`config.mk`:
```
export PLATFORM = sky130hd
export DESIGN_NAME = lz_token_bitstream_encoder_flat
export DESIGN_NICKNAME = d
export VERILOG_FILES = /design/src/hw/rtl/lztbe_pkg.sv /design/src/hw/rtl/lztbe_in_if.sv /design/src/hw/rtl/lztbe_out_if.sv /design/src/hw/rtl/lztbe_dp.sv /design/src/hw/rtl/lztbe_ctrl.sv /design/src/hw/rtl/lz_token_bitstream_encoder.sv /design/src/flat_wrapper.sv
export SDC_FILE = /design/constraint.sdc
export NUM_CORES = 1
export LEC_CHECK = 0
export ABC_AREA = 1
export BUFFER_PORTS_ARGS = -buffer_cell sky130_fd_sc_hd__buf_4
export CAP_MARGIN = 20
export CELL_PAD_IN_SITES_DETAIL_PLACEMENT = 2
export CELL_PAD_IN_SITES_GLOBAL_PLACEMENT = 2
export CORE_UTILIZATION = 41
export DETAILED_ROUTE_END_ITERATION = 8
export GPL_TIMING_DRIVEN = 0
export PLACE_DENSITY_LB_ADDON = 0.1
export SLEW_MARGIN = 5
export SYNTH_ARGS = -nofsm -noshare
export SYNTH_HDL_FRONTEND = slang
export SYNTH_HIERARCHICAL = 1
export SYNTH_SLANG_ARGS = --single-unit
export TNS_END_PERCENT = 50
```
`constraint.sdc`:
```
create_clock -name clk -period 7.3 [get_ports clk]
set_input_delay 0.73 -clock clk [delete_from_list [all_inputs] [get_ports clk]]
set_output_delay 0.73 -clock clk [all_outputs]
set_load 0.1 [all_outputs]
```
`src/hw/rtl/lztbe_pkg.sv`:
```
// ----------------------------------------------------------------------------
// lztbe_pkg
// Shared types, codes and constants of the LZ token bitstream encoder.
// ----------------------------------------------------------------------------
package lztbe_pkg;

  // Token codes on the input channel
  localparam logic [1:0] KIND_LIT   = 2'd0;
  localparam logic [1:0] KIND_MATCH = 2'd1;
  localparam logic [1:0] KIND_END   = 2'd2;

  // Format limits
  localparam int unsigned MAX_MATCH_LENGTH = 65536;
  localparam int unsigned OFFSET_LIMIT     = 2176;
  localparam int unsigned SHORT_OFF_LIMIT  = 128;
  localparam int unsigned HELD_DEPTH       = 8;
  localparam int unsigned END_ZERO_BITS    = 16;
  localparam int unsigned OFF_HI_BITS      = 4;

  // Controller states
  typedef enum logic [3:0] {
    CS_IDLE,
    CS_LEAD,
    CS_LIT,
    CS_GZERO,
    CS_GBITS,
    CS_OFFB,
    CS_OFFBITS,
    CS_EZERO,
    CS_ETAIL,
    CS_FLUSH
  } ctl_state_t;

  // Datapath operations, one per cycle
  typedef enum logic [1:0] {
    DP_NOP,
    DP_BIT,
    DP_BYTE,
    DP_DRAIN
  } dp_op_t;

  // Where a flag bit comes from
  typedef enum logic [1:0] {
    BS_ZERO,
    BS_ONE,
    BS_GAMMA,
    BS_OFFHI
  } bit_src_t;

  // Where a data byte comes from
  typedef enum logic {
    YS_LIT,
    YS_OFF
  } byte_src_t;

  typedef struct packed {
    dp_op_t    op;
    bit_src_t  bsrc;
    logic [3:0] bidx;
    byte_src_t ysrc;
    logic      last;
    logic      capture;
    logic      set_first;
  } dp_cmd_t;

  typedef struct packed {
    logic       pos_full;
    logic       pos_open;
    logic       out_free;
    logic       first_pending;
    logic       long_off;
    logic [3:0] gtop;
  } dp_stat_t;

  // Index of the highest set bit; zero for a zero word
  function automatic logic [3:0] msb_index(input logic [15:0] v);
    logic [3:0] idx;
    idx = '0;
    for (int i = 0; i < 16; i++) begin
      if (v[i]) idx = 4'(i);
    end
    return idx;
  endfunction

endpackage

```
`src/hw/rtl/lztbe_in_if.sv`:
```
// ----------------------------------------------------------------------------
// lztbe_in_if
// Token channel: valid/ready handshake with one LZ token as payload.
// ----------------------------------------------------------------------------
interface lztbe_in_if;
  logic        valid;
  logic        ready;
  logic [1:0]  token_kind;
  logic [7:0]  literal_value;
  logic [16:0] match_length;
  logic [11:0] match_offset;

  modport source (output valid, output token_kind, output literal_value,
                  output match_length, output match_offset, input ready);
  modport sink   (input valid, input token_kind, input literal_value,
                  input match_length, input match_offset, output ready);
endinterface

```
`src/hw/rtl/lztbe_out_if.sv`:
```
// ----------------------------------------------------------------------------
// lztbe_out_if
// Byte stream channel: valid/ready handshake with one stream byte as payload.
// ----------------------------------------------------------------------------
interface lztbe_out_if;
  logic       valid;
  logic       ready;
  logic [7:0] out_byte;
  logic       last_byte;

  modport source (output valid, output out_byte, output last_byte, input ready);
  modport sink   (input valid, input out_byte, input last_byte, output ready);
endinterface

```
`src/hw/rtl/lztbe_dp.sv`:
```
// ----------------------------------------------------------------------------
// lztbe_dp
// Datapath: token registers, open flag byte, held byte store and the output
// register. Executes one controller operation per cycle.
// ----------------------------------------------------------------------------
module lztbe_dp (
  input  logic               clk,
  input  logic               rst_n,
  input  lztbe_pkg::dp_cmd_t cmd,
  output lztbe_pkg::dp_stat_t st,
  input  logic [1:0]         token_kind,
  input  logic [7:0]         literal_value,
  input  logic [16:0]        match_length,
  input  logic [11:0]        match_offset,
  output logic [7:0]         out_byte,
  output logic               out_last,
  output logic               out_valid,
  input  logic               out_ready
);

  localparam int unsigned HELD_DEPTH_L = lztbe_pkg::HELD_DEPTH;

  // Token registers (payload)
  logic [7:0]  lit_r;
  logic [15:0] gval_r;
  logic [3:0]  gtop_r;
  logic [7:0]  offb_r;
  logic [3:0]  offhi_r;
  logic        long_r;

  // Flag byte and held store
  logic       first_r, first_nxt;
  logic [7:0] flag_r, flag_nxt;
  logic [3:0] pos_r, pos_nxt;
  logic [3:0] cnt_r, cnt_nxt;
  logic [3:0] didx_r, didx_nxt;
  logic [7:0] held_r [HELD_DEPTH_L];

  // Output register
  logic       out_valid_r, out_valid_nxt;
  logic [7:0] out_byte_r, out_byte_nxt;
  logic       out_last_r, out_last_nxt;

  // Token decode at capture
  logic [16:0] len_sat;
  logic [15:0] gval_c;
  logic [11:0] off_sat;
  logic [11:0] o1;
  logic [11:0] o2;
  logic        long_c;

  always_comb begin
    if (match_length < 17'd2) begin
      len_sat = 17'd2;
    end else if (match_length > 17'(lztbe_pkg::MAX_MATCH_LENGTH)) begin
      len_sat = 17'(lztbe_pkg::MAX_MATCH_LENGTH);
    end else begin
      len_sat = match_length;
    end
    gval_c = 16'(len_sat - 17'd1);
    if (match_offset < 12'd1) begin
      off_sat = 12'd1;
    end else if (match_offset > 12'(lztbe_pkg::OFFSET_LIMIT)) begin
      off_sat = 12'(lztbe_pkg::OFFSET_LIMIT);
    end else begin
      off_sat = match_offset;
    end
    o1     = off_sat - 12'd1;
    o2     = o1 - 12'(lztbe_pkg::SHORT_OFF_LIMIT);
    long_c = (o1 >= 12'(lztbe_pkg::SHORT_OFF_LIMIT));
  end

  always_ff @(posedge clk) begin
    if (cmd.capture) begin
      lit_r   <= literal_value;
      gval_r  <= gval_c;
      gtop_r  <= lztbe_pkg::msb_index(gval_c);
      offb_r  <= long_c ? {1'b1, o2[6:0]} : o1[7:0];
      offhi_r <= o2[10:7];
      long_r  <= long_c;
    end
  end

  // Operand selection
  logic       bit_val;
  logic [7:0] byte_val;
  logic       out_free;
  logic       drain_last;
  logic [7:0] drain_byte;
  logic       hold_wr;

  always_comb begin
    unique case (cmd.bsrc)
      lztbe_pkg::BS_ZERO:  bit_val = 1'b0;
      lztbe_pkg::BS_ONE:   bit_val = 1'b1;
      lztbe_pkg::BS_GAMMA: bit_val = gval_r[cmd.bidx];
      lztbe_pkg::BS_OFFHI: bit_val = offhi_r[cmd.bidx[1:0]];
      default:             bit_val = 1'b0;
    endcase
    byte_val   = (cmd.ysrc == lztbe_pkg::YS_OFF) ? offb_r : lit_r;
    out_free   = !out_valid_r || out_ready;
    drain_last = (didx_r == cnt_r);
    drain_byte = (didx_r == 4'd0) ? flag_r : held_r[3'(didx_r - 4'd1)];
    hold_wr    = (cmd.op == lztbe_pkg::DP_BYTE) && (pos_r != 4'd0)
                 && (cnt_r < 4'(HELD_DEPTH_L));
  end

  // Next state of flag byte, store and output register
  always_comb begin
    first_nxt     = first_r;
    flag_nxt      = flag_r;
    pos_nxt       = pos_r;
    cnt_nxt       = cnt_r;
    didx_nxt      = didx_r;
    out_valid_nxt = out_ready ? 1'b0 : out_valid_r;
    out_byte_nxt  = out_byte_r;
    out_last_nxt  = out_last_r;

    if (cmd.capture && (token_kind == lztbe_pkg::KIND_LIT ||
                        token_kind == lztbe_pkg::KIND_MATCH)) begin
      first_nxt = 1'b0;
    end
    if (cmd.set_first) first_nxt = 1'b1;

    unique case (cmd.op)
      lztbe_pkg::DP_BIT: begin
        if (bit_val) flag_nxt = flag_r | (8'h80 >> pos_r[2:0]);
        pos_nxt = pos_r + 4'd1;
      end
      lztbe_pkg::DP_BYTE: begin
        if (hold_wr) begin
          cnt_nxt = cnt_r + 4'd1;
        end else if (pos_r == 4'd0) begin
          out_valid_nxt = 1'b1;
          out_byte_nxt  = byte_val;
          out_last_nxt  = 1'b0;
        end
      end
      lztbe_pkg::DP_DRAIN: begin
        out_valid_nxt = 1'b1;
        out_byte_nxt  = drain_byte;
        out_last_nxt  = cmd.last && drain_last;
        if (drain_last) begin
          flag_nxt = '0;
          pos_nxt  = '0;
          cnt_nxt  = '0;
          didx_nxt = '0;
        end else begin
          didx_nxt = didx_r + 4'd1;
        end
      end
      default: ;
    endcase
  end

  always_ff @(posedge clk) begin
    if (!rst_n) begin
      first_r     <= 1'b1;
      flag_r      <= '0;
      pos_r       <= '0;
      cnt_r       <= '0;
      didx_r      <= '0;
      out_valid_r <= 1'b0;
    end else begin
      first_r     <= first_nxt;
      flag_r      <= flag_nxt;
      pos_r       <= pos_nxt;
      cnt_r       <= cnt_nxt;
      didx_r      <= didx_nxt;
      out_valid_r <= out_valid_nxt;
    end
  end

  always_ff @(posedge clk) begin
    out_byte_r <= out_byte_nxt;
    out_last_r <= out_last_nxt;
    if (hold_wr) held_r[cnt_r[2:0]] <= byte_val;
  end

  // Status and outputs
  assign st.pos_full      = (pos_r == 4'd8);
  assign st.pos_open      = (pos_r != 4'd0);
  assign st.out_free      = out_free;
  assign st.first_pending = first_r;
  assign st.long_off      = long_r;
  assign st.gtop          = gtop_r;

  assign out_byte  = out_byte_r;
  assign out_last  = out_last_r;
  assign out_valid = out_valid_r;

  // A flag bit is never written into a full flag byte
  a_bit_room: assert property (@(posedge clk) disable iff (!rst_n)
    cmd.op == lztbe_pkg::DP_BIT |-> pos_r != 4'd8)
    else $error("flag bit written into full flag byte");

  // Anything sent to the output register finds the slot free
  a_emit_free: assert property (@(posedge clk) disable iff (!rst_n)
    (cmd.op == lztbe_pkg::DP_DRAIN ||
     (cmd.op == lztbe_pkg::DP_BYTE && pos_r == 4'd0)) |-> out_free)
    else $error("byte emitted over a pending output");

  // The last drain step closes the flag byte and empties the store
  a_drain_clear: assert property (@(posedge clk) disable iff (!rst_n)
    (cmd.op == lztbe_pkg::DP_DRAIN && drain_last) |=>
      (pos_r == 4'd0 && cnt_r == 4'd0 && didx_r == 4'd0))
    else $error("flag byte not closed after drain");

  // A held byte always finds room in the store
  a_held_room: assert property (@(posedge clk) disable iff (!rst_n)
    (cmd.op == lztbe_pkg::DP_BYTE && pos_r != 4'd0) |->
      cnt_r < 4'(HELD_DEPTH_L))
    else $error("held byte store overflow");

endmodule

```
`src/hw/rtl/lztbe_ctrl.sv`:
```
// ----------------------------------------------------------------------------
// lztbe_ctrl
// Controller: sequences each token into flag bit, byte and drain operations
// for the datapath, at most one operation per cycle; byte and drain steps wait for a free output.
// ----------------------------------------------------------------------------
module lztbe_ctrl (
  input  logic                clk,
  input  logic                rst_n,
  input  logic                in_valid,
  input  logic [1:0]          token_kind,
  output logic                in_ready,
  input  lztbe_pkg::dp_stat_t st,
  output lztbe_pkg::dp_cmd_t  cmd
);

  lztbe_pkg::ctl_state_t state_r, state_nxt;
  logic [3:0] k_r, k_nxt;
  logic [1:0] kind_r, kind_nxt;

  always_ff @(posedge clk) begin
    if (!rst_n) begin
      state_r <= lztbe_pkg::CS_IDLE;
      k_r     <= '0;
      kind_r  <= lztbe_pkg::KIND_LIT;
    end else begin
      state_r <= state_nxt;
      k_r     <= k_nxt;
      kind_r  <= kind_nxt;
    end
  end

  // Next state and commands
  always_comb begin
    state_nxt = state_r;
    k_nxt     = k_r;
    kind_nxt  = kind_r;
    cmd       = '0;
    in_ready  = 1'b0;

    if (state_r != lztbe_pkg::CS_FLUSH && st.pos_full) begin
      // Flag byte complete: send it and its held bytes first
      if (st.out_free) cmd.op = lztbe_pkg::DP_DRAIN;
    end else begin
      unique case (state_r)
        lztbe_pkg::CS_IDLE: begin
          in_ready = 1'b1;
          if (in_valid) begin
            cmd.capture = 1'b1;
            kind_nxt    = token_kind;
            if (token_kind == lztbe_pkg::KIND_LIT) begin
              state_nxt = st.first_pending ? lztbe_pkg::CS_LIT : lztbe_pkg::CS_LEAD;
            end else if (token_kind == lztbe_pkg::KIND_MATCH ||
                         token_kind == lztbe_pkg::KIND_END) begin
              state_nxt = lztbe_pkg::CS_LEAD;
            end
          end
        end
        lztbe_pkg::CS_LEAD: begin
          cmd.op   = lztbe_pkg::DP_BIT;
          cmd.bsrc = (kind_r == lztbe_pkg::KIND_LIT) ? lztbe_pkg::BS_ZERO
                                                     : lztbe_pkg::BS_ONE;
          if (kind_r == lztbe_pkg::KIND_LIT) begin
            state_nxt = lztbe_pkg::CS_LIT;
          end else if (kind_r == lztbe_pkg::KIND_MATCH) begin
            if (st.gtop == 4'd0) begin
              state_nxt = lztbe_pkg::CS_GBITS;
              k_nxt     = 4'd0;
            end else begin
              state_nxt = lztbe_pkg::CS_GZERO;
              k_nxt     = st.gtop - 4'd1;
            end
          end else begin
            state_nxt = lztbe_pkg::CS_EZERO;
            k_nxt     = 4'(lztbe_pkg::END_ZERO_BITS - 1);
          end
        end
        lztbe_pkg::CS_LIT: begin
          if (st.out_free) begin
            cmd.op    = lztbe_pkg::DP_BYTE;
            cmd.ysrc  = lztbe_pkg::YS_LIT;
            state_nxt = lztbe_pkg::CS_IDLE;
          end
        end
        // Gamma prefix: one zero per bit below the top one
        lztbe_pkg::CS_GZERO: begin
          cmd.op   = lztbe_pkg::DP_BIT;
          cmd.bsrc = lztbe_pkg::BS_ZERO;
          if (k_r == 4'd0) begin
            state_nxt = lztbe_pkg::CS_GBITS;
            k_nxt     = st.gtop;
          end else begin
            k_nxt = k_r - 4'd1;
          end
        end
        // Gamma body, MSB first
        lztbe_pkg::CS_GBITS: begin
          cmd.op   = lztbe_pkg::DP_BIT;
          cmd.bsrc = lztbe_pkg::BS_GAMMA;
          cmd.bidx = k_r;
          if (k_r == 4'd0) state_nxt = lztbe_pkg::CS_OFFB;
          else             k_nxt     = k_r - 4'd1;
        end
        lztbe_pkg::CS_OFFB: begin
          if (st.out_free) begin
            cmd.op   = lztbe_pkg::DP_BYTE;
            cmd.ysrc = lztbe_pkg::YS_OFF;
            if (st.long_off) begin
              state_nxt = lztbe_pkg::CS_OFFBITS;
              k_nxt     = 4'(lztbe_pkg::OFF_HI_BITS - 1);
            end else begin
              state_nxt = lztbe_pkg::CS_IDLE;
            end
          end
        end
        // High offset bits of a long offset
        lztbe_pkg::CS_OFFBITS: begin
          cmd.op   = lztbe_pkg::DP_BIT;
          cmd.bsrc = lztbe_pkg::BS_OFFHI;
          cmd.bidx = k_r;
          if (k_r == 4'd0) state_nxt = lztbe_pkg::CS_IDLE;
          else             k_nxt     = k_r - 4'd1;
        end
        // End marker: zeros, then the closing one
        lztbe_pkg::CS_EZERO: begin
          cmd.op   = lztbe_pkg::DP_BIT;
          cmd.bsrc = lztbe_pkg::BS_ZERO;
          if (k_r == 4'd0) state_nxt = lztbe_pkg::CS_ETAIL;
          else             k_nxt     = k_r - 4'd1;
        end
        lztbe_pkg::CS_ETAIL: begin
          cmd.op    = lztbe_pkg::DP_BIT;
          cmd.bsrc  = lztbe_pkg::BS_ONE;
          state_nxt = lztbe_pkg::CS_FLUSH;
        end
        // Flush the open flag byte; its final byte closes the stream
        lztbe_pkg::CS_FLUSH: begin
          if (st.pos_open) begin
            if (st.out_free) begin
              cmd.op   = lztbe_pkg::DP_DRAIN;
              cmd.last = 1'b1;
            end
          end else begin
            cmd.set_first = 1'b1;
            state_nxt     = lztbe_pkg::CS_IDLE;
          end
        end
        default: state_nxt = lztbe_pkg::CS_IDLE;
      endcase
    end
  end

  // Tokens are taken only with no complete flag byte pending
  a_ready_clean: assert property (@(posedge clk) disable iff (!rst_n)
    in_ready |-> (state_r == lztbe_pkg::CS_IDLE && !st.pos_full))
    else $error("token taken with pending flag byte");

  // A flushed stream always comes back to idle
  a_flush_done: assert property (@(posedge clk) disable iff (!rst_n)
    (state_r == lztbe_pkg::CS_FLUSH && !st.pos_open) |=>
      state_r == lztbe_pkg::CS_IDLE)
    else $error("flush did not return to idle");

  // Only the flush marks a byte as last
  a_last_flush: assert property (@(posedge clk) disable iff (!rst_n)
    cmd.last |-> (state_r == lztbe_pkg::CS_FLUSH && cmd.op == lztbe_pkg::DP_DRAIN))
    else $error("last mark outside flush");

endmodule

```
`src/hw/rtl/lz_token_bitstream_encoder.sv`:
```
// A raw first literal leaves through the CS_LIT state and the output register. A byte
// written while a flag byte is open is held and follows that flag byte, which drains
// when its 8th bit is in and the output is free; other bytes go straight out. The
// sequencer handles each flag bit and byte of a token in turn before taking the next.
// Output stalls hold the sequencer on byte and drain steps only.
// Reset (rst_n low, synchronous): flag byte closed, no output, first-token flag set.
// ----------------------------------------------------------------------------
// lz_token_bitstream_encoder
// Turns a stream of LZ tokens (literal, match, end) into the ZX7 byte stream.
// ----------------------------------------------------------------------------
module lz_token_bitstream_encoder (
  input  logic         clk,
  input  logic         rst_n,
  lztbe_in_if.sink     in_tok,
  lztbe_out_if.source  out_str
);

  lztbe_pkg::dp_cmd_t  cmd;
  lztbe_pkg::dp_stat_t st;

  // Token sequencer
  lztbe_ctrl u_ctrl (
    .clk        (clk),
    .rst_n      (rst_n),
    .in_valid   (in_tok.valid),
    .token_kind (in_tok.token_kind),
    .in_ready   (in_tok.ready),
    .st         (st),
    .cmd        (cmd)
  );

  // Flag byte, held bytes and output register
  lztbe_dp u_dp (
    .clk           (clk),
    .rst_n         (rst_n),
    .cmd           (cmd),
    .st            (st),
    .token_kind    (in_tok.token_kind),
    .literal_value (in_tok.literal_value),
    .match_length  (in_tok.match_length),
    .match_offset  (in_tok.match_offset),
    .out_byte      (out_str.out_byte),
    .out_last      (out_str.last_byte),
    .out_valid     (out_str.valid),
    .out_ready     (out_str.ready)
  );

endmodule
```
`src/flat_wrapper.sv`:
```
// flat-port wrapper written by rule: the top's interface ports become plain ports
module lz_token_bitstream_encoder_flat 
  (clk, rst_n, in_tok_valid, in_tok_token_kind, in_tok_literal_value, in_tok_match_length, in_tok_match_offset, in_tok_ready, out_str_valid, out_str_out_byte, out_str_last_byte, out_str_ready);
  lztbe_in_if in_tok_i ();
  lztbe_out_if out_str_i ();
  input  logic clk;
  input  logic rst_n;
  input wire logic [$bits(in_tok_i.valid)-1:0] in_tok_valid;
  input wire logic [$bits(in_tok_i.token_kind)-1:0] in_tok_token_kind;
  input wire logic [$bits(in_tok_i.literal_value)-1:0] in_tok_literal_value;
  input wire logic [$bits(in_tok_i.match_length)-1:0] in_tok_match_length;
  input wire logic [$bits(in_tok_i.match_offset)-1:0] in_tok_match_offset;
  output wire logic [$bits(in_tok_i.ready)-1:0] in_tok_ready;
  output wire logic [$bits(out_str_i.valid)-1:0] out_str_valid;
  output wire logic [$bits(out_str_i.out_byte)-1:0] out_str_out_byte;
  output wire logic [$bits(out_str_i.last_byte)-1:0] out_str_last_byte;
  input wire logic [$bits(out_str_i.ready)-1:0] out_str_ready;
  assign in_tok_i.valid = in_tok_valid;
  assign in_tok_i.token_kind = in_tok_token_kind;
  assign in_tok_i.literal_value = in_tok_literal_value;
  assign in_tok_i.match_length = in_tok_match_length;
  assign in_tok_i.match_offset = in_tok_match_offset;
  assign in_tok_ready = in_tok_i.ready;
  assign out_str_valid = out_str_i.valid;
  assign out_str_out_byte = out_str_i.out_byte;
  assign out_str_last_byte = out_str_i.last_byte;
  assign out_str_i.ready = out_str_ready;
  lz_token_bitstream_encoder u_core (.clk(clk), .rst_n(rst_n), .in_tok(in_tok_i), .out_str(out_str_i));
endmodule
```
==> results.md, run 1 <==
* Hold crit path type: flop to flop
* Num ports at 54
* Compound-cell area share of the yosys netlist at 0.1063
* Worst-path clk slew at 60 ps
* Post-synth EDFFs at between 100 and 150
* Crit-path max FO at 8
* H-tree levels at 4
* Clock share of power at 0.277
* Pint at 1.886 mW
* Cts bufs inserted at 17
* Via count at approximately 6400
* #FFs+latches synth at ~150
* Most numerous cell in the Yosys netlist: nand2_1
* Die W at 139.4 um
* Gpl congestion at between 0.8 and 0.9
* Die height at between 100 and 150 um
* Yosys top cell area share at 0.4421
* Slew Limit Fails at 0
* Initial antenna violation count at 0
* Hold_buf cts at 0
* Largest area contributor in the netlist: edfxtp_1
* Final setup viols at 0
* First-pass GRT wire length at 41030 um
* Routed len/inst at 22.72 um
* Area delta synth->final at 16.37%
* Multi-input gate area at about 3200 um^2
* Type of the worst setup path: flop to flop
* Reg power frac at 0.354
* Post-Synth Simple-Gate Area at 0.2259
* Starting Density at 0.4253
* Worst Max-Slew Pin Slew at about 900 ps
* Worst EP required at ~7400 ps
* Post-synth top flop: edfxtp_1
* TNS Setup at 0 ps
* Unique masters post-synth at 57
* Crit path capture type: flop
* Fin. Hold Viols at 0
* Main combinational cell family by area after synthesis: simple AND/OR/NAND/NOR gates
* Net switching fraction of the power at 0.4131
* Crit start category: flop
* First-pass detailed-route iteration total at 4
* DPL Wire Length at 18520 um
* Worst IR Drop VDD at approximately 0.19 mV
* Max Freq at 264.6 MHz
* CTS tree: done
* Synth Area per Inst at between 9 and 10 um^2
* P_leak at approximately 3.5 nW
* Largest cells by area after synthesis: edfxtp_1 (44%), dfxtp_1 (8.3%), nand2_1 (7.2%), nor2_1 (6.2%), inv_1 (4.2%)
* Max Cap Violations at 0
* Mapped Nets at approximately 890
* # port buffers at 53
* Xor/xnor share of the synthesized area at 0.03021
* Worst path cell trace: inv_1, ha_1, nand2_1, inv_1, nand2_1, nand3_1, a21oi_1, inv_1, nor3_1, nand2_1, nor2_1
* Final Total Pwr at 3.213 mW
* Sequential fraction of the synthesis area at 0.5248
* Final nets at 966
* Critical-path top delay cell: nor2_1
* Register area at 4064 um^2
* Core area at roughly 18000 um^2
* FFs w/ async S/R, synth at 0
* Tcrit/Tclk final at 0.5177
* Vias in the first global route at approximately 7000
* Layout cells sized above 1 at 0.1815
* Relative slew slack at 0.3931
* Adder-cell area share of the yosys netlist at 0.02585
* Clock Sinks at 146
* Vias/cell at roughly 5.6
* Multiplexer share of the synthesized area at 0.02197
* Post-route DRC at 0
* Status: complete, no violations
* Global route overflow at 0
* Post-CTS sizing at 0
* YS warnings at 6
* Worst skew pair latency at approximately 430 ps
* Clk_skew at 6.317 ps
* Pwr Density at 356.6 nW/um^2
* Logic pwr share at 0.369
* P_sw at approximately 1.3 mW
* WL final at between 20000 and 30000 um
* Largest net degree at the start of global routing at 44
* Post-route ant nets at 0
* Die ar. at between 15000 and 20000 um^2
* ANT cells at 0
* Fillers at between 1500 and 2000
* Top post-synthesis cells by count: nand2_1 (148), nor2_1 (127), edfxtp_1 (114), inv_1 (87), o21ai_0 (40)
* Max stage delay on crit path at roughly 760 ps
* Critical path data arrival time at 3840 ps
* Root buffer cell: clkbuf_16
* Longest Clk Path Bufs at 2
* Initial drt markers at 302
* Row count at a little under 50
* Unrepaired setup endpoints after global routing: no
* Postcts setup bufs at 0
* Post-Synthesis Cells at 835
* All-layer global routing usage at 0.2821
* Post-Syn Area at 7744 um^2
* Minimum clock period at 3779 ps
cell type report:
class                           count  share of cell area
Tap cell                          229             0.03180
Timing Repair Buffer               53             0.04415
Inverter                          104             0.04429
Clock buffer                       19             0.04804
Buffer                             20             0.01152
Sequential cell                   146              0.4510
Multi-Input combinational cell    565              0.3525
Clock inverter                     13             0.01666
power groups by stage:
stage               Clock, mW  Sequential (mW)  Combinational, mW
floorplan                   0             1.24              0.690
global placement            0             1.14               1.05
detailed placement          0             1.15               1.14
CTS                     0.906             1.14               1.18
global route            0.931             1.15               1.27
finish                  0.891             1.14               1.18
placed cells by master (no fill, tap or decap), drive strengths merged, types with 2 or more instances in the layout:
cell / instances
edfxtp: 114
clkinvlp: 2
o221ai: 10
or2: 2
xor2: 18
o211ai: 11
nor3: 6
a21oi: 29
dfxtp: 32
nand3: 41
clkinv: 8
o21ai: 52
nand2: 158
nor2: 157
xnor2: 7
o22ai: 3
mux2: 8
a31oi: 11
nand4: 10
buf: 62
inv: 105
o32ai: 8
mux2i: 8
clkbuf: 30
bufinv: 2
ha: 16
sequential cells by signal (all words and copies together) (netlist names):
name	cells
u_core/u_dp/gval_r	16
u_core/u_ctrl/k_r	4
u_core/u_dp/pos_r	4
u_core/u_dp/long_r	1
u_core/u_ctrl/state_r	4
u_core/u_dp/held_r	64
u_core/u_dp/offb_r	8
u_core/u_dp/didx_r	4
u_core/u_dp/gtop_r	4
u_core/u_dp/cnt_r	4
u_core/u_dp/offhi_r	4
u_core/u_dp/lit_r	8
u_core/u_dp/out_valid	1
u_core/u_dp/out_byte	8
u_core/u_dp/first_r	1
u_core/u_ctrl/kind_r	2
u_core/u_dp/flag_r	8
u_core/u_dp/out_last	1
metal layers:
| metal | track usage | vias up | share of wire |
|---|---|---|---|
| met4 | 0.1175 | 0 | 0.028 |
| met2 | 0.5194 | 156 | 0.53 |
| met1 | 0.3181 | 3237 | 0.41 |
| met3 | 0.05299 | 49 | 0.036 |
| li1 | - | 2965 | - |
| met5 | 0 | - | 0 |
kinds of logic after synthesis:
kind of cell | Yosys count
simple gates | 377
flops | 146
compound gates | 131
buf+inv | 124
xor+xnor | 25
mux | 16
fa+ha+maj | 16
final timing paths:
| check | startpoint | to | slack, ps | cells past startpoint |
|---|---|---|---|---|
| worst max-delay path | u_core/u_dp/pos_r[0]$_SDFFE_PN0P_ | u_core/u_dp/held_r[6][2]$_DFFE_PP_ | 3520 | 11 |
| worst min-delay path | u_core/u_dp/first_r$_SDFFE_PP1P_ | u_core/u_dp/first_r$_SDFFE_PP1P_ | 470 | 2 |
| worst max register to register | u_core/u_dp/pos_r[0]$_SDFFE_PN0P_ | u_core/u_dp/held_r[6][2]$_DFFE_PP_ | 3520 | 11 |
| worst min register to register | u_core/u_dp/first_r$_SDFFE_PP1P_ | u_core/u_dp/first_r$_SDFFE_PP1P_ | 470 | 2 |
metrics by stage:
stage / util / hold slack, ps / worst slack (ps) / cell area, um^2 / std cells
floorplan: - / 430.1 / 4265 / 7744 / 835
global placement: 0.4629 / 447.6 / 3882 / 8428 / 1117
detailed placement: 0.4629 / 462.3 / 3602 / 8428 / 1117
CTS: 0.4949 / 457.0 / 3517 / 9011 / 1149
global route: 0.4949 / 453.9 / 3259 / 9011 / 1149
finish: 0.4949 / 470.0 / 3521 / 9011 / 1149
worst max-delay path: cells and delay by family (launching register included):
family	cells	cell delay (ps)
and+or+nand+nor	6	2050
DFF	1	450
buffers and inverters	3	320
AOI/OAI and AO/OA	1	360
adders and majority gates	1	220
(Power assumes the default switching activity.)
==> run 2: changes to the inputs <==
Settings changed: CORE_UTILIZATION 41 to 38.
Clock period 7.3 ns to 3.9 ns, I/O delays scaled along.
==> run 2 against run 1 <==
Compared with the run above:
- non-clock buffer count unchanged
- sequential share of layout area down 0.26 points
- utilization down 3.5 points
- wire length down 11%
- clock skew up 1.8 ps
- setup slack worse by 3100 ps
- critical path depth unchanged
- total power up 82%
- sequential power up 86%
- global-route usage down 4.6 points
- critical endpoint is now u_core/u_dp/held_r[7][3]$_DFFE_PP_
==> results.md, run 2 (synthesized netlist as in run 1, its figures left out) <==
* Post-route ant nets at 0 (unchanged)
* DPL Wire Length at 17310 um (was 18520 um)
* Area delta synth->final at 17.05% (was 16.37%)
* Placed cells at 1153 (was 1117)
* # port buffers at 53 (unchanged)
* Relative slew slack at 0.4687 (was 0.3931)
* ANT cells at 0 (unchanged)
* Clock Sinks at 146 (unchanged)
* Starting Density at 0.3927 (was 0.4253)
* Longest Clk Path Bufs at 2 (unchanged)
* Hold_buf cts at 0 (unchanged)
* Core area at 19720 um^2 (was 18210 um^2)
* Critical path data arrival time at 3580 ps (was 3840 ps)
* Via count at 6208 (was 6407)
* R2r worst-path depth at 11 (unchanged)
* Tcrit/Tclk final at 0.9047 (was 0.5177)
* Initial antenna violation count at 0 (unchanged)
* Row count at 51 (was 49)
* Vias/cell at 5.239 (was 5.576)
* Post-route DRC at 0 (unchanged)
* Largest net degree at the start of global routing at 44 (unchanged)
* Worst setup path end: u_core/u_dp/held_r[7][3]$_DFFE_PP_ (was u_core/u_dp/held_r[6][2]$_DFFE_PP_)
* Status: complete, no violations (unchanged)
* Non-Filler Instances at 1185 (was 1149)
* Worst EP required at 3950 ps (was 7360 ps)
* HP Start: in_tok_literal_value[4] (was u_core/u_dp/first_r$_SDFFE_PP1P_)
* P_leak at 3.478 nW (was 3.484 nW)
* Pwr Density at 643.9 nW/um^2 (was 356.6 nW/um^2)
* Die height at 144.8 um (was 139.4 um)
* Max Freq at 283.4 MHz (was 264.6 MHz)
* Hold_ws at 137.4 ps (was 470.0 ps)
* Hold crit path type: input port to flop (was flop to flop)
* First-pass detailed-route iteration total at 4 (unchanged)
* Type of the worst setup path: flop to flop (unchanged)
* Final setup viols at 0 (unchanged)
* All-layer global routing usage at 0.2363 (was 0.2821)
* Routed len/inst at 19.68 um (was 22.72 um)
* Worst Max-Slew Pin Slew at 794.1 ps (was 906.9 ps)
* Critical Path Source: u_core/u_dp/pos_r[0]$_SDFFE_PN0P_ (unchanged)
* Slew Limit Fails at 0 (unchanged)
* Layout cells sized above 1 at 0.1924 (was 0.1815)
* FF-to-FF Start: u_core/u_dp/pos_r[0]$_SDFFE_PN0P_ (unchanged)
* Most frequent cells in the layout: nand2_1 (148), nor2_1 (121), edfxtp_1 (114) (was nand2_1 (148), nor2_1 (127), edfxtp_1 (114))
* Worst IR Drop VDD at 0.3177 mV (was 0.1909 mV)
* Die ar. at 20950 um^2 (was 19440 um^2)
* Max Cap Violations at 0 (unchanged)
* Crit path capture type: flop (unchanged)
* Gpl congestion at 0.8279 (was 0.8437)
* Num ports at 54 (unchanged)
* Max reg flops at 64 (unchanged)
* First-pass GRT wire length at 36840 um (was 41030 um)
* WL final at 23320 um (was 26100 um)
* Minimum clock period at 3528 ps (was 3779 ps)
* Clk_skew at 8.130 ps (was 6.317 ps)
* Worst R2R End: u_core/u_dp/held_r[7][3]$_DFFE_PP_ (was u_core/u_dp/held_r[6][2]$_DFFE_PP_)
* Initial drt markers at 208 (was 302)
* Root buffer cell: clkbuf_16 (unchanged)
* Worst skew pair latency at 430 ps (about the same)
* Die W at 144.8 um (was 139.4 um)
* Fin. Hold Viols at 0 (unchanged)
* R2R setup slack at 370 ps (was 3520 ps)
* Fillers at 2151 (was 1976)
* Global route overflow at 0 (unchanged)
* Vias in the first global route at 6850 (was 7160)
* Final nets at 966 (unchanged)
* Crit-path max FO at 8 (unchanged)
* Commonest non-fill, non-tap cell in the layout: nand2_1 (unchanged)
* Postcts setup bufs at 0 (unchanged)
* CTS tree: done (unchanged)
* Worst-path clk slew at 70 ps (was 60 ps)
* Unrepaired setup endpoints after global routing: no (unchanged)
* Crit start category: flop (unchanged)
* TNS Setup at 0 ps (unchanged)
* H-tree levels at 4 (unchanged)
* Cts bufs inserted at 17 (unchanged)
-- run 2: cell type report --
class | count | area, um^2 | area share
plain buffers | 20 | 103.9 | 0.01146
clock inverters | 15 | 145.1 | 0.01601
repair buffers | 53 | 397.9 | 0.04390
clock buffers | 17 | 425.4 | 0.04694
flip-flops and latches | 146 | 4064 | 0.4484
multi-input cells | 565 | 3197 | 0.3527
inverters | 104 | 399.1 | 0.04404
well taps | 265 | 331.6 | 0.03658
-- run 2: metrics by stage --
step | cell area, um^2 | power [mW] | worst slack (ps) | utilization
after floorplan | 7744 | 3.613 | 865.3 | -
after global placement | 8473 | 4.119 | 425.6 | 0.4297
after detailed placement | 8473 | 4.254 | 248.9 | 0.4297
after CTS | 9046 | 5.887 | 20.24 | 0.4588
after global routing | 9064 | 6.148 | 125.9 | 0.4597
final | 9064 | 5.836 | 371.8 | 0.4597
-- run 2: metal layers --
metal,share of wire,track usage
met4,0.017,0.07756
met2,0.53,0.4324
met3,0.030,0.03916
met5,0,0
met1,0.43,0.2795
-- run 2: timing repair --
item                       CTS  global route
pin swaps                    0             0
gates resized for setup      1             6
gates cloned                 0             0
setup endpoints to repair    8            56
-- run 2: worst min path at each step --
stage | cells past startpoint | endpoint | slack (ps)
after detailed placement | 2 | u_core/u_dp/flag_r[7]$_SDFFE_PN0P_ | 450
after global routing | 1 | u_core/u_dp/lit_r[4]$_DFFE_PP_ | 120
after global placement | 2 | u_core/u_dp/flag_r[7]$_SDFFE_PN0P_ | 450
after CTS | 1 | u_core/u_dp/lit_r[4]$_DFFE_PP_ | 120
after floorplan | 2 | u_core/u_dp/flag_r[0]$_SDFFE_PN0P_ | 430
final | 1 | u_core/u_dp/lit_r[4]$_DFFE_PP_ | 140
-- run 2: worst max-delay path: stages, from the launching register on --
cell and delay (ps):
dfxtp_1 440, inv_1 100, ha_1 230, nand2_1 100, inv_1 70, nand2_1 110
nand3_1 180, a21oi_1 380, inv_1 160, nor3_2 460, nand2_1 260, nor2_1 670
-- run 2: where the power goes --
part / internal (mW) / switching [mW]
logic: 0.574 / 1.56
registers: 2.00 / 0.118
clock network: 0.844 / 0.741
